[src/rtl/tbi_delay.sv]
// Fixed-depth register line that keeps side data aligned with the pipeline.
// Depends on nothing; advances on the shared pipeline enable.
module tbi_delay #(
  parameter int WIDTH = 8,
  parameter int DEPTH = 4
) (
  input  logic             clk,
  input  logic             adv,
  input  logic [WIDTH-1:0] din,
  output logic [WIDTH-1:0] dout
);

  logic [WIDTH-1:0] line [DEPTH];

  // Shift the whole line by one place per advancing cycle.
  always_ff @(posedge clk) begin
    if (adv) begin
      line[0] <= din;
      for (int i = 1; i < DEPTH; i++) begin
        line[i] <= line[i-1];
      end
    end
  end

  assign dout = line[DEPTH-1];

endmodule

[config.mk]
export PLATFORM = sky130hd
export DESIGN_NAME = tbi_delay
export DESIGN_NICKNAME = d
export VERILOG_FILES = /design/src/rtl/tbi_delay.sv
export SDC_FILE = /design/constraint.sdc
export NUM_CORES = 1
export LEC_CHECK = 0
export ABC_AREA = 1
export BUFFER_PORTS_ARGS = -buffer_cell sky130_fd_sc_hd__buf_2
export CORE_MARGIN = 4
export CORE_UTILIZATION = 40
export CTS_CLUSTER_SIZE = 25
export DETAILED_ROUTE_END_ITERATION = 8
export GPL_TIMING_DRIVEN = 0
export HOLD_SLACK_MARGIN = 0.05
export SETUP_SLACK_MARGIN = 0.2
export SLEW_MARGIN = 30
export SYNTH_ARGS = -nofsm -noshare
export SYNTH_HDL_FRONTEND = slang
export SYNTH_SLANG_ARGS = --single-unit
[constraint.sdc]
create_clock -name clk -period 1.21 [get_ports clk]
set_input_delay 0.121 -clock clk [delete_from_list [all_inputs] [get_ports clk]]
set_output_delay 0.121 -clock clk [all_outputs]
set_load 0.01 [all_outputs]
# ---- Word level (Yosys, flattened, before mapping)
# Memories as Yosys holds them, arrays and structs flattened.
# Index checks and enable logic that the tools add are counted.
dict set report op_classes {
  mux 2
}
# operator n
set op_table {}
lappend op_table {{2-to-1 mux 1 bit} 2}
dict set report word_totals {
  regBits 0
  ramBits 32
  input_bits 10
  output_inout_bits 8
  mem_count 1
}
# name depth width rd rd_ports_with_merged_regs wr line_no
set mem_list {}
lappend mem_list {line 4 8 4 0 4 13} ;# logic [WIDTH-1:0] line [DEPTH];

# ---- Logic depth before layout (Yosys ltp)
# Gate-level depths: netlist of run 1.
dict set report logic_depth {
  ltp_word 2
  mapped_depth 0
}

# ---- Worst setup path after synthesis of run 1
# OpenSTA, ideal clock, no wires.
dict set report synth_path {
  kind {reg2reg}
  from {memory line[0][0]}
  to {memory line[1][0] (data pin)}
  setup_time_ps 266
  arrival_time_ps 323
  required_time_ps 944
  slack_ps 621
  stages_incl_launch_ff 1
  period_less_slack_ps 589
  cell_sequence {edfxtp_1}
}
# element line_no
set synth_rtl {}
lappend synth_rtl {{start: declaration} 13}

==> flow_metrics.env, run 1 <==
export IMPL_die_x_um=57.0
export IMPL_fmax_mhz=1070
export IMPL_arrival_ps=810
export IMPL_period_share_pct=77.1
export IMPL_hold_class="input pin to flop"
export IMPL_drc_errors=0
export IMPL_synth_most_common_cell="edfxtp_1"
export IMPL_multi_input_area_um2=0
export IMPL_p_per_area_nw_per_um2=1570
export IMPL_synth_seq_cells=32
export IMPL_io_buffers=17
export IMPL_diodes=0
export IMPL_postLayoutCoreUtil_pct=53.5
export IMPL_cts_resized=0
export IMPL_num_multi_input_gates=0
export IMPL_drt_iter0_drc=6
export IMPL_largest_reg_flops=32
export IMPL_status="completed"
export IMPL_yosys_area_top_type="edfxtp_1"
export IMPL_die_area_um2=3250
export IMPL_detail_route_first_pass_iterations=4
export IMPL_die_y_um=57.0
export IMPL_io_pins=18
export IMPL_path_cells="buf_2"
export IMPL_start_kind="flop"
export IMPL_nFillCells=172
export IMPL_async_flop_share_pct=0
export IMPL_syn_nets=42
export IMPL_synthesis_area_um2=961
export IMPL_synth_cell_type_count=1
export IMPL_crit_path_end_kind="output pin"
export IMPL_ys_seq_area_share_pct=100
export IMPL_netlist_top_cells_count="32 x edfxtp_1"
export IMPL_cts_sinks=32
export IMPL_final_antenna_net_count=0
export IMPL_crit_family="flip-flops"
export IMPL_grt_pass1_wl_um=1590
export IMPL_clockRootBuffer="clkbuf_4"
export IMPL_cts_max_path_buffers=2
export IMPL_initial_utilization_pct=42.6
export IMPL_totalWireLength_um=911
export IMPL_clock_latency_ps=310
export IMPL_setup_violations=0
export IMPL_slowest_delay_ps=360
export IMPL_grtUsageTotal_pct=7.12
export IMPL_vias_per_cell=4.22
export IMPL_grt_pass1_vias=380
export IMPL_fin_cells=92
export IMPL_postCtsHoldBufs=8
export IMPL_cp_slowest_cell="edfxtp_1"
export IMPL_relSlewSlack_pct=55.7
export IMPL_final_net_count=74
export IMPL_crit_fanout=1
export IMPL_regMostFlops="line"
export IMPL_drive_above_1_share_pct=34.4
export IMPL_synthFlopType="edfxtp_1"
export IMPL_synth_edff_count=32
export IMPL_placed_cells=77
export IMPL_vias=388
export IMPL_gp_congestion=0.589
export IMPL_max_vdd_ir_drop_mv=0.943
export IMPL_critPathKind="flop to output pin"
export IMPL_synth_avg_cell_area_um2=30.0
export IMPL_skew_ps=7.97
export IMPL_h_tree_depth=2
export IMPL_path_clk_slew_ps=90
export IMPL_antenna_found_initial=0
export IMPL_fin_tns_setup_ps=0
export IMPL_finalCriticalPeriod_ps=933
export IMPL_synth_top_cell_area_share_pct=100
export IMPL_core_um2=2250
export IMPL_overflow=0
export IMPL_rsz0062_at_grt="no"
export IMPL_yosysWarnings=0
export IMPL_synth_area_leaders="edfxtp_1 100%"
export IMPL_fp_row_count=17
export IMPL_required_ps=1090
export IMPL_biggestRegsByFlops="line: 32 flops"
export IMPL_cts_tree="done"
export IMPL_p_leak_nw=0.440
export IMPL_hold_viol_final=0
export IMPL_slew_violations=0
export IMPL_cts_buffers=5
export IMPL_routedWlPerCell_um=9.90
export IMPL_cp_buffers_inverters=1
export IMPL_synth_cells=32
export IMPL_areaGrowthSynthToFinish_pct=25.5
export IMPL_cap_violations=0
export IMPL_worstMarginPinSlew_ps=665
export IMPL_postCtsSetupRepairBufs=0
export IMPL_grt_max_degree=33
[layout make-up]
cell class,instances,area [µm²],share of cell area (%)
clock buffers,5,37.5,3.11
well taps,28,35.0,2.90
flip-flops and latches,32,961,79.7
clock inverters,2,7.51,0.622
repair buffers,25,165,13.7
[final timing paths]
path | startpoint | end | slack (ps) | cells after the start
setup / recovery | line[3][7] | dout[7] | 280 | 1
hold / removal | adv | line[0][6] | 380 | 1
setup reg to reg | line[2][4] | line[3][4] | 580 | 0
hold reg to reg | line[2][0] | line[3][0] | 420 | 0
[per-layer routing]
layer | part of all wire [%] | GRT usage (%) | vias to the layer above | routed length (µm)
met5 | 0 | 0 | - | 0
met4 | 2.5 | 7.95 | 0 | 23
met3 | 15 | 4.30 | 3 | 137
met2 | 41 | 8.65 | 22 | 375
met1 | 41 | 7.89 | 171 | 375
li1 | - | - | 192 | -
[per-stage QoR]
| step | setup slack, ps | hold WS (ps) | cell area, µm² | power, mW |
|---|---|---|---|---|
| final | 277 | 377 | 1210 | 1.89 |
| after global routing | 208 | 390 | 1210 | 1.99 |
| after CTS | 246 | 374 | 1210 | 1.92 |
| after detailed placement | 173 | 299 | 1080 | 1.40 |
| after global placement | 205 | 298 | 1080 | 1.39 |
| after floorplan | 621 | 220 | 961 | 1.35 |
[power breakdown]
group          internal (mW)  switching (mW)
clock                  0.202           0.300
sequential              1.30          0.0138
combinational         0.0363          0.0363
total                   1.54           0.350
[cells in the final DEF, fill, tap and decap left out, drive strengths merged]
cell | netlist | final
dlygate4sd3 | 0 | 8
buf | 0 | 17
clkinv | 0 | 2
clkbuf | 0 | 5
edfxtp | 32 | 32
[cells by family (layout without fill, tap and decap cells)]
group	Yosys count	in the layout	share of synthesized area (%)
flip-flops	32	32	100
buffers and inverters	0	32	0
Note: power is estimated with default switching activity, not from simulation.
==> inputs of run 2 (changes only) <==
clock period = 0.8 ns   (was 1.21 ns; I/O delays follow)
==> run 2 against run 1 <==
- the run now ends with negative hold slack, negative setup slack left
- non-clock buffer count fell by 8
- global-route usage fell by 0.63 points
- flip-flop and latch count did not move
- via count fell by 6.2%
- register-to-register slack got worse by 410 ps
- highest routed layer unchanged
==> flow_metrics.env, run 2 (synthesized netlist as in run 1, its figures left out) <==
export IMPL_violations="negative hold slack, negative setup slack"
export IMPL_status="finished with violations"
export IMPL_diodes=0
export IMPL_hold_class="input pin to flop"
export IMPL_cts_buffers=5
export IMPL_antenna_found_initial=0
export IMPL_slowest_delay_ps=360
export IMPL_cap_violations=0
export IMPL_largest_reg_flops=32
export IMPL_h_tree_depth=2
export IMPL_hold_viol_final=8
export IMPL_cts_max_path_buffers=2
export IMPL_fmax_mhz=1120
export IMPL_crit_family="flip-flops"
export IMPL_grtUsageTotal_pct=6.49
export IMPL_clockRootBuffer="clkbuf_4"
export IMPL_io_pins=18
export IMPL_routedWlPerCell_um=10.2
export IMPL_required_ps=720
export IMPL_final_antenna_net_count=0
export IMPL_rsz0062_at_grt="yes"
export IMPL_slew_violations=0
export IMPL_max_vdd_ir_drop_mv=1.38
export IMPL_num_multi_input_gates=0
export IMPL_setup_violations=8
export IMPL_p_leak_nw=0.407
export IMPL_crit_path_end_kind="output pin"
export IMPL_gp_congestion=0.589
export IMPL_vias_per_cell=4.33
export IMPL_drt_iter0_drc=6
export IMPL_mostFrequentLayoutCell="edfxtp_1"
export IMPL_io_buffers=17
export IMPL_skew_ps=6.03
export IMPL_start_kind="flop"
export IMPL_final_net_count=66
export IMPL_grt_pass1_wl_um=1420
export IMPL_fp_row_count=17
export IMPL_cts_tree="done"
export IMPL_drc_errors=0
export IMPL_crit_fanout=1
export IMPL_cts_sinks=32
export IMPL_clock_latency_ps=310
export IMPL_most_common_layout_cells="32 x edfxtp_1, 16 x buf_2, 5 x clkbuf_4"
export IMPL_post_place_ws_ps=-196
export IMPL_initial_utilization_pct=42.6
export IMPL_whs_ps=-62.0
export IMPL_areaGrowthSynthToFinish_pct=17.4
export IMPL_cp_buffers_inverters=1
export IMPL_grt_pass1_vias=356
export IMPL_postLayoutCoreUtil_pct=50.1
export IMPL_finalCriticalPeriod_ps=895
export IMPL_die_area_um2=3250
export IMPL_overflow=0
export IMPL_worstMarginPinSlew_ps=375
export IMPL_path_clk_slew_ps=80
export IMPL_postCtsSetupRepairBufs=0
export IMPL_cp_slowest_cell="edfxtp_1"
export IMPL_grt_max_degree=33
export IMPL_setup_ws_ps=-94.6
export IMPL_reg2reg_setup_slack_ps=170
export IMPL_arrival_ps=810
export IMPL_p_per_area_nw_per_um2=2510
export IMPL_die_y_um=57.0
export IMPL_totalWireLength_um=853
export IMPL_relSlewSlack_pct=75.0
export IMPL_die_x_um=57.0
export IMPL_vias=364
export IMPL_period_share_pct=112
export IMPL_regMostFlops="line"
export IMPL_multi_input_area_um2=0
export IMPL_core_um2=2250
export IMPL_drive_above_1_share_pct=39.3
export IMPL_critPathKind="flop to output pin"
export IMPL_path_cells="buf_2"
export IMPL_biggestRegsByFlops="line: 32 flops"
export IMPL_detail_route_first_pass_iterations=4
## run 2: cell count changes in the layout (fill, tap and decap cells not counted)
| cell | before | now |
|---|---|---|
| dlygate4sd3_1 | 8 | 0 |
| buf_2 | 17 | 16 |
| buf_4 | 0 | 1 |
## run 2: timing repair
action / in CTS / in global routing
gates resized for setup: 1 / 0
cloned: 0 / 0
endpoints found under the hold margin: 8 / 8
setup endpoints to repair: 64 / 32
## run 2: worst paths after layout
kind              startpoint    endpoint  depth (start not counted)
setup / recovery  line[3][7]     dout[7]                          1
hold / removal        din[1]  line[0][1]                          1
setup reg to reg  line[2][4]  line[3][4]                          0
hold reg to reg   line[2][0]  line[3][0]                          0
## run 2: metrics by stage
step,power (mW),instances,TNS [ps],cell area [µm²],hold WS [ps]
after floorplan,2.04,32,0,961,179
after global placement,2.11,77,-5210,1080,257
after detailed placement,2.12,77,-6240,1080,258
after CTS,2.88,84,-883,1130,-78.3
after global routing,2.98,84,-1200,1130,-84.6
final,2.83,84,-676,1130,-62.0
## run 2: final cells by class
cell class | instances | area, µm²
clock inverter | 2 | 7.51
tap | 28 | 35.0
timing repair buffer | 17 | 87.6
sequential | 32 | 961
fill | 182 | 1130
clock buffer | 5 | 37.5
## run 2: metal layers
layer / vias up / wire, µm / track usage, %
li1: 175 / - / -
met1: 161 / 325 / 6.83
met2: 23 / 361 / 7.83
met3: 5 / 135 / 4.07
met4: 0 / 30 / 7.95
met5: - / 0 / 0
## run 2: report_power, final
group / internal (mW) / switching [mW] / total (mW) / leakage [nW]
logic: 0.0311 / 0.0502 / 0.0813 / 0.0678
registers: 1.97 / 0.0209 / 1.99 / 0.313
clock network: 0.306 / 0.451 / 0.757 / 0.0261
