===== config.mk =====
export PLATFORM = sky130hd
export DESIGN_NAME = tbi_select
export DESIGN_NICKNAME = d
export VERILOG_FILES = /design/src/rtl/tbi_pkg.sv /design/src/rtl/tbi_select.sv
export SDC_FILE = /design/constraint.sdc
export NUM_CORES = 2
export LEC_CHECK = 0
export BUFFER_PORTS_ARGS = -buffer_cell sky130_fd_sc_hd__buf_2
export CAP_MARGIN = 20
export CORE_UTILIZATION = 50
export DETAILED_ROUTE_END_ITERATION = 7
export MAX_ROUTING_LAYER = met4
export PLACE_DENSITY = 0.81
export SYNTH_ARGS = -nofsm -noshare
export SYNTH_HDL_FRONTEND = slang
export SYNTH_SLANG_ARGS = --single-unit

===== constraint.sdc =====
create_clock -name clk -period 7.7 [get_ports clk]
set_clock_uncertainty 0.1 [all_clocks]
set_input_delay 0.385 -clock clk [delete_from_list [all_inputs] [get_ports clk]]
set_output_delay 0.385 -clock clk [all_outputs]
set_load 0.01 [all_outputs]

===== src/rtl/tbi_pkg.sv =====
// Shared types and constants of the track to box intersection unit.
// Depends on nothing; used by tbi_select, tbi_scale and the top level.
package tbi_pkg;

  // Number of spatial axes handled in parallel.
  localparam int AXES = 3;

  // Width of the configuration register index.
  localparam int CFG_INDEX_BITS = 3;

  // Configuration register map.
  typedef enum logic [CFG_INDEX_BITS-1:0] {
    REG_CENTRE_X     = 3'd0,
    REG_CENTRE_Y     = 3'd1,
    REG_CENTRE_Z     = 3'd2,
    REG_HALF_WIDTH_X = 3'd3,
    REG_HALF_WIDTH_Y = 3'd4,
    REG_HALF_WIDTH_Z = 3'd5
  } cfg_reg_t;

endpackage


===== src/rtl/tbi_select.sv =====
// Slab ratio ordering, entry/exit reduction over axes and miss decision.
// Depends on tbi_pkg; three register stages fed by the dividers.
module tbi_select #(
  parameter int COORD_BITS      = 32,
  parameter int RATIO_FRAC_BITS = 24
) (
  input  logic                                           clk,
  input  logic                                           rst,
  input  logic                                           adv,
  input  logic                                           in_valid,
  input  logic [tbi_pkg::AXES-1:0][COORD_BITS+RATIO_FRAC_BITS+1:0] q_lo,
  input  logic [tbi_pkg::AXES-1:0][COORD_BITS+RATIO_FRAC_BITS+1:0] q_hi,
  input  logic [tbi_pkg::AXES-1:0]                       neg_lo,
  input  logic [tbi_pkg::AXES-1:0]                       neg_hi,
  input  logic [tbi_pkg::AXES-1:0]                       active,
  input  logic                                           zmiss,
  output logic                                           out_valid,
  output logic                                           miss,
  output logic                                           tneg,
  output logic [COORD_BITS+RATIO_FRAC_BITS:0]            tmag
);

  localparam int N  = COORD_BITS;
  localparam int F  = RATIO_FRAC_BITS;
  localparam int QW = N + F + 2;
  localparam int TW = N + F + 1;
  localparam logic [QW-1:0] TLIM = QW'(1) << (N + F);

  // Stage A: signed ratios, ordered per axis.
  logic [QW:0] lo_v [tbi_pkg::AXES];
  logic [QW:0] hi_v [tbi_pkg::AXES];
  logic [QW:0] tmin [tbi_pkg::AXES];
  logic [QW:0] tmax [tbi_pkg::AXES];
  logic [tbi_pkg::AXES-1:0] act_a;
  logic zm_a, v_a;

  always_comb begin
    for (int a = 0; a < tbi_pkg::AXES; a++) begin
      lo_v[a] = neg_lo[a] ? -{1'b0, q_lo[a]} : {1'b0, q_lo[a]};
      hi_v[a] = neg_hi[a] ? -{1'b0, q_hi[a]} : {1'b0, q_hi[a]};
    end
  end

  always_ff @(posedge clk) begin
    if (adv) begin
      for (int a = 0; a < tbi_pkg::AXES; a++) begin
        if ($signed(hi_v[a]) < $signed(lo_v[a])) begin
          tmin[a] <= hi_v[a];
          tmax[a] <= lo_v[a];
        end else begin
          tmin[a] <= lo_v[a];
          tmax[a] <= hi_v[a];
        end
      end
      act_a <= active;
      zm_a  <= zmiss;
    end
  end

  // Stage B: latest entry and earliest exit over the axes that move.
  logic [QW:0] tn_next, tf_next, tn_b, tf_b;
  logic any_next, any_b, zm_b, v_b;

  always_comb begin
    tn_next  = '0;
    tf_next  = '0;
    any_next = 1'b0;
    for (int a = 0; a < tbi_pkg::AXES; a++) begin
      if (act_a[a]) begin
        if (!any_next || ($signed(tmin[a]) > $signed(tn_next))) begin
          tn_next = tmin[a];
        end
        if (!any_next || ($signed(tmax[a]) < $signed(tf_next))) begin
          tf_next = tmax[a];
        end
        any_next = 1'b1;
      end
    end
  end

  always_ff @(posedge clk) begin
    if (adv) begin
      tn_b  <= tn_next;
      tf_b  <= tf_next;
      any_b <= any_next;
      zm_b  <= zm_a;
    end
  end

  // Stage C: miss decision and clamped entry magnitude.
  logic [QW:0]   tn_abs;
  logic [QW-1:0] tn_mag;

  assign tn_abs = tn_b[QW] ? -tn_b : tn_b;
  assign tn_mag = tn_abs[QW-1:0];

  always_ff @(posedge clk) begin
    if (adv) begin
      miss <= zm_b || (any_b && ($signed(tf_b) < $signed(tn_b)));
      tneg <= tn_b[QW];
      tmag <= (tn_mag > TLIM) ? TW'(TLIM) : TW'(tn_mag);
    end
  end

  // Valid bits of the three stages.
  always_ff @(posedge clk) begin
    if (rst) begin
      v_a       <= 1'b0;
      v_b       <= 1'b0;
      out_valid <= 1'b0;
    end else if (adv) begin
      v_a       <= in_valid;
      v_b       <= v_a;
      out_valid <= v_b;
    end
  end

endmodule


* Word level (Yosys, flattened, before mapping)
Memories as Yosys holds them, arrays and structs flattened.
Index checks and enable logic that the tools add are counted.
** Word-level totals
- Memories :: 2
- Bits in registers :: 186
- Word-level logic and storage cells :: 87
- Bits in read-only memories :: 0
- Output and inout bits :: 60
- Input port bits :: 362
- Latch bits :: 0
- Bits in writable memories :: 354
** Memories
- tmax :: words 3, bits a word 59, read ports 3, clocked after memory_dff 0, write ports 3, RTL line tbi_select.sv:33 : logic [QW:0] tmax [tbi_pkg::AXES];
- tmin :: words 3, bits a word 59, read ports 3, clocked after memory_dff 0, write ports 3, RTL line tbi_select.sv:32 : logic [QW:0] tmin [tbi_pkg::AXES];
** Cells by class
- Shifts and indexed selects :: 0
- Multiply operators :: 0
- Order comparisons :: 9
- Div/mod/pow operators :: 0
- Add/sub/neg operators :: 7
- Equality and inequality tests :: 0
- Bitwise operators :: 6
- Mux-type cells :: 43
- Reduce and logical (&&, ||, !) cells :: 8
** Operator list (number)
- two-way mux 59 bit :: 22
- less-than comparator 59 bit :: 6
- negation 58 -> 59 bit :: 6
- greater-than comparator 59 bit :: 2
- greater-than comparator 58 x 57 -> 1 bit, second input constant :: 1
- two-way mux 58 bit :: 1
- negation 58 bit :: 1
- two-way mux 1 bit :: 20
- OR 1 bit :: 6
- logical OR 1 bit :: 5
- zero test 1 bit :: 2
- logical AND 1 bit :: 1

* Logic depth before layout (Yosys ltp)
An unclocked memory read counts as a cell.
- Depth after elaboration :: 10
- Depth in mapped cells :: 31

* Worst setup path before layout
Ideal clock, no wire load.
- Path kind :: flip-flop to flip-flop
- From :: reg act_a[0] in the netlist's numbering
- To :: reg tn_b[48] (data pin)
- Stages on the path, launching flop included :: 28
- Setup slack :: 634 ps
- Clock period less this slack :: 7066 ps
- Data arrival time :: 6688 ps
- Data required time :: 7322 ps
- Cells stage by stage :: edfxtp_1 -> clkbuf_1 -> clkbuf_1 -> clkbuf_1 -> nand2_1 -> ha_1 -> nand3_1 -> nor4_1 -> nand4_1 -> or4_1 -> o31ai_1 -> or3b_2 -> and4_1 -> clkbuf_1 -> clkbuf_1 -> buf_1 -> a22oi_1 -> ha_1 -> a21o_1 -> a2111oi_0 -> nor3b_1 -> o22ai_1 -> nor4_1 -> o2111ai_1 -> nand2_1 -> buf_1 -> clkbuf_1 -> mux2i_1
** Between the ends
- Word-level cells in the longest chain between the ends :: 9
** RTL lines
- start, declared :: RTL line tbi_select.sv:34 : logic [tbi_pkg::AXES-1:0] act_a;
- start signal, assigned :: RTL line tbi_select.sv:55 : act_a <= active;
- two-way mux 59 bit or two-way mux 1 bit (tied branches) :: RTL line tbi_select.sv:69 : if (act_a[a]) begin
- greater-than comparator 59 bit or zero test 1 bit (tied branches) :: RTL line tbi_select.sv:70 : if (!any_next || ($signed(tmin[a]) > $signed(tn_next))) begin
- logical OR 1 bit :: RTL line tbi_select.sv:70
- two-way mux 59 bit :: RTL line tbi_select.sv:70
- two-way mux 59 bit :: RTL line tbi_select.sv:69
- greater-than comparator 59 bit :: RTL line tbi_select.sv:70
- logical OR 1 bit :: RTL line tbi_select.sv:70
- two-way mux 59 bit :: RTL line tbi_select.sv:70
- two-way mux 59 bit (*) :: RTL line tbi_select.sv:69
- via tn_next[48] :: RTL line tbi_select.sv:61 : logic [QW:0] tn_next, tf_next, tn_b, tf_b;
- end signal, assigned :: RTL line tbi_select.sv:83 : tn_b <= tn_next;
- end, declared :: RTL line tbi_select.sv:61
Mark *: on every way through the listed nets, which the timed path passes. The rest lies on a longest branch.
A chain may end at the register's enable or synchronous reset.

* Worst setup path in the final report
- From :: reg act_a[0] in the netlist's numbering
- To :: reg tf_b[10] (data pin)
** Between the ends
- Word-level cells in the longest chain between the ends :: 9
** RTL lines
- two-way mux 59 bit or two-way mux 1 bit (tied branches) :: RTL line tbi_select.sv:69
- less-than comparator 59 bit or zero test 1 bit (tied branches) :: RTL line tbi_select.sv:73 : if (!any_next || ($signed(tmax[a]) < $signed(tf_next))) begin
- logical OR 1 bit :: RTL line tbi_select.sv:73
- two-way mux 59 bit :: RTL line tbi_select.sv:73
- two-way mux 59 bit :: RTL line tbi_select.sv:69
- less-than comparator 59 bit :: RTL line tbi_select.sv:73
- logical OR 1 bit :: RTL line tbi_select.sv:73
- two-way mux 59 bit :: RTL line tbi_select.sv:73
- two-way mux 59 bit (*) :: RTL line tbi_select.sv:69
- via tf_next[10] :: RTL line tbi_select.sv:61
- end signal, assigned :: RTL line tbi_select.sv:84 : tf_b <= tf_next;
- end, declared :: RTL line tbi_select.sv:61
Marks and branches as above.

==> impl_metrics.ini <==
[drt]
dr.pass1.iters = 5
avgViaCountPerCell = 6.16
drtIter0Drc = 4451
avgRoutedWirePerCell_um = 24.1
remaining_drc_errors = 0
wl_um = 144000
vias = 36600
ant_nets = 0

[critical_path]
required_ns = 8.01
crit_type = register to register
path_common_cell = buf_4
cp.buffers_inverters = 4
critPathSlowestCell = o21a_2
r2r_start = act_a[0]$_DFFE_PP_
critPathArrivalTime_ns = 7.53
r2r_end = tf_b[10]$_DFFE_PP_
rrSetupSlack_ns = 0.48
max_stage_delay_ns = 0.49
cp-end-kind = register
r2r_cells = 26
worstSetupStartpointType = register
crit_cells = 26
critPathMaxFanout = 72
crit_family = simple AND/OR/NAND/NOR gates

[placement]
pre_cts_slack_ns = 0.404
portBuffers = 421
place_congestion = 1.05
place_area_mm2 = 0.0474
hpwlAfterDp_um = 117000
place_inst = 5808

[timing]
setup_tns_ns = 0
layout_setup_ws_ns = 0.481
worst_hold_slack_ns = 0.0710
rsz0062_at_grt = no
max_freq_mhz = 139
post-route-period-util_pct = 93.8
slew_headroom_pct = 31.2
setup_violations = 0
tightest_slew_ns = 1.03
layout_min_cycle_time_ns = 7.22
slew_viol_final = 0
hold_viol = 0

[yosys]
synth_top_area_cell = edfxtp_1
ys_seq_elements = 540
synth.area.top_cells = edfxtp_1, ha_1, mux2i_1, xor2_1, inv_1
syn_area_per_cell_um2 = 10.1
synthDistinctLibCells = 78
synth_edf_count = 537
synth_ff_type = edfxtp_1
netlist.area_leader.share_pct = 36.9
syn_nets = 5156
ys_seq_area_share_pct = 37.1
synth_cells = 4321
syn-cell-area_mm2 = 0.0436
async_flop_share_pct = 0
yosysWarningCount = 0

[layout]
final_cell_mix = edfxtp_1, mux2i_1, ha_1, buf_2, inv_1
drive_gt1_share_pct = 13.6
final_area_mm2 = 0.0495
stdcell_count = 5949
syn_to_final_growth_pct = 13.4
nFillCells = 7262
fin_nets = 5566
layout_commonest_cell = edfxtp_1

[hold_path]
hp-class = primary input to register
hp-start = q_hi[58]
min_to = tmax[1][0]$_DFFE_PP_
min_path_cells = 3

[clocking]
cts-buffers-inserted = 59
cts.sink_count = 540
cts-root-buf = clkbuf_16
path_clk_slew_ns = 0.06
clk_latency_ns = 0.65
cts-resized-gates = 0
cts_tree = yes
clockBufferDepth = 3
ctsHtreeMaxLevel = 2

[power]
peakVddDrop_mv = 0.190
p_sw_w = 0.00423
p_int_w = 0.00732
power_per_cell_area_mw_per_mm2 = 233
seq_power_share_pct = 37.6
swShare_pct = 36.6
power_leakage_nw = 22.2
combPwrFrac_pct = 37.0
clkPwrFrac_pct = 25.4

[floorplanning]
row_count = 107
core_mm2 = 0.0858
fp.dieH_um = 297
io_pins = 422
die_w_um = 297
start_util_pct = 50.9
die_area_mm2 = 0.0885

[global_routing]
overflow = 0
antenna_found_initial = 25
gr-usage-all-layers_pct = 32.3
grt_pass1_vias = 34300
grt_pass1_wl_um = 210000
grt_max_degree = 137

[status]
status = complete, no violations

[flow_run]
maxCapViolCount = 0
==> tightest hold or removal path: stages <==
cell and delay (ns):
buf_2 0.12, inv_1 0.07, mux2i_1 0.12
==> worst max path at each step <==
stage,startpoint,endpoint
after detailed placement,q_lo[139],tmin[2][17]$_DFFE_PP_
after global routing,act_a[0]$_DFFE_PP_,tf_b[27]$_DFFE_PP_
after CTS,act_a[0]$_DFFE_PP_,tf_b[14]$_DFFE_PP_
after global placement,q_hi[125],tmin[2][9]$_DFFE_PP_
after floorplan,act_a[0]$_DFFE_PP_,tn_b[48]$_DFFE_PP_
final,act_a[0]$_DFFE_PP_,tf_b[10]$_DFFE_PP_
==> cells in the mapped netlist, drive strengths merged (19+ instances only) <==
| library cell | count |
|---|---|
| nor2 | 171 |
| o41ai | 52 |
| edfxtp | 537 |
| o31ai | 116 |
| o21ai | 199 |
| nand2 | 301 |
| buf | 39 |
| or4 | 64 |
| clkbuf | 120 |
| o21a | 19 |
| nand2b | 29 |
| a21o | 129 |
| inv | 387 |
| nand4 | 99 |
| mux2i | 488 |
| xnor2 | 86 |
| nand3 | 63 |
| nor4 | 38 |
| a21oi | 128 |
| ha | 473 |
| nor3 | 79 |
| or3 | 61 |
| a22oi | 120 |
| or2 | 23 |
| nor2b | 24 |
| xor2 | 308 |
==> metal layers <==
layer	wire length, um	GRT usage, %	up-vias
met5	0	-	-
met4	5440	11.4	0
met3	14000	5.02	241
met2	62900	48.4	1809
met1	61100	44.2	17600
li1	-	-	17000
==> cells by family after synthesis <==
family	count (synthesis)	share of synthesized area, %
buffers and inverters	548	4.80
xor gates and xnor gates	394	7.91
muxes	492	11.3
AOI/OAI and AO/OA	887	13.8
DFF	540	37.1
and+or+nand+nor	987	11.5
adders and majority gates	473	13.6
==> flip-flops by register name (all words and copies together) (netlist names) <==
register and count:
zm_a 1, act_a 3, tmax 177, tmin 177
v_a 1, tn_b 59, zm_b 1, tf_b 59
v_b 1, tmag 57, tneg 1, miss 1
out_valid 1, any_b 1
==> per-stage QoR <==
stage	util, %	total power (W)
2_1_floorplan	-	0.00701
3_3_place_gp	55.3	0.00841
3_5_place_dp	55.3	0.00855
4_1_cts	57.6	0.0115
5_1_grt	57.7	0.0121
6_report	57.7	0.0116
==> repair_timing <==
item	CTS	global route
hold endpoints to repair	7	0
hold buffers	6	0
buffers inserted	0	0
==> final cells by class <==
| type | count | area (um^2) | area share, % |
|---|---|---|---|
| repair buffers | 508 | 3000 | 6.05 |
| clock buffers | 67 | 1510 | 3.04 |
| multi-input cells | 3233 | 25400 | 51.3 |
| diodes | 26 | 65.1 | 0.131 |
| inverters | 389 | 1460 | 2.95 |
| clock inverters | 42 | 438 | 0.885 |
| well taps | 1144 | 1430 | 2.89 |
| flip-flops and latches | 540 | 16200 | 32.7 |
==> power groups by stage <==
stage               clock network, W  registers, W  logic, W
floorplan                          0       0.00422   0.00280
global placement                   0       0.00437   0.00404
detailed placement                 0       0.00438   0.00417
CTS                          0.00295       0.00432   0.00420
global route                 0.00306       0.00438   0.00467
finish                       0.00293       0.00435   0.00427
Power figures use the tool's default switching activity.
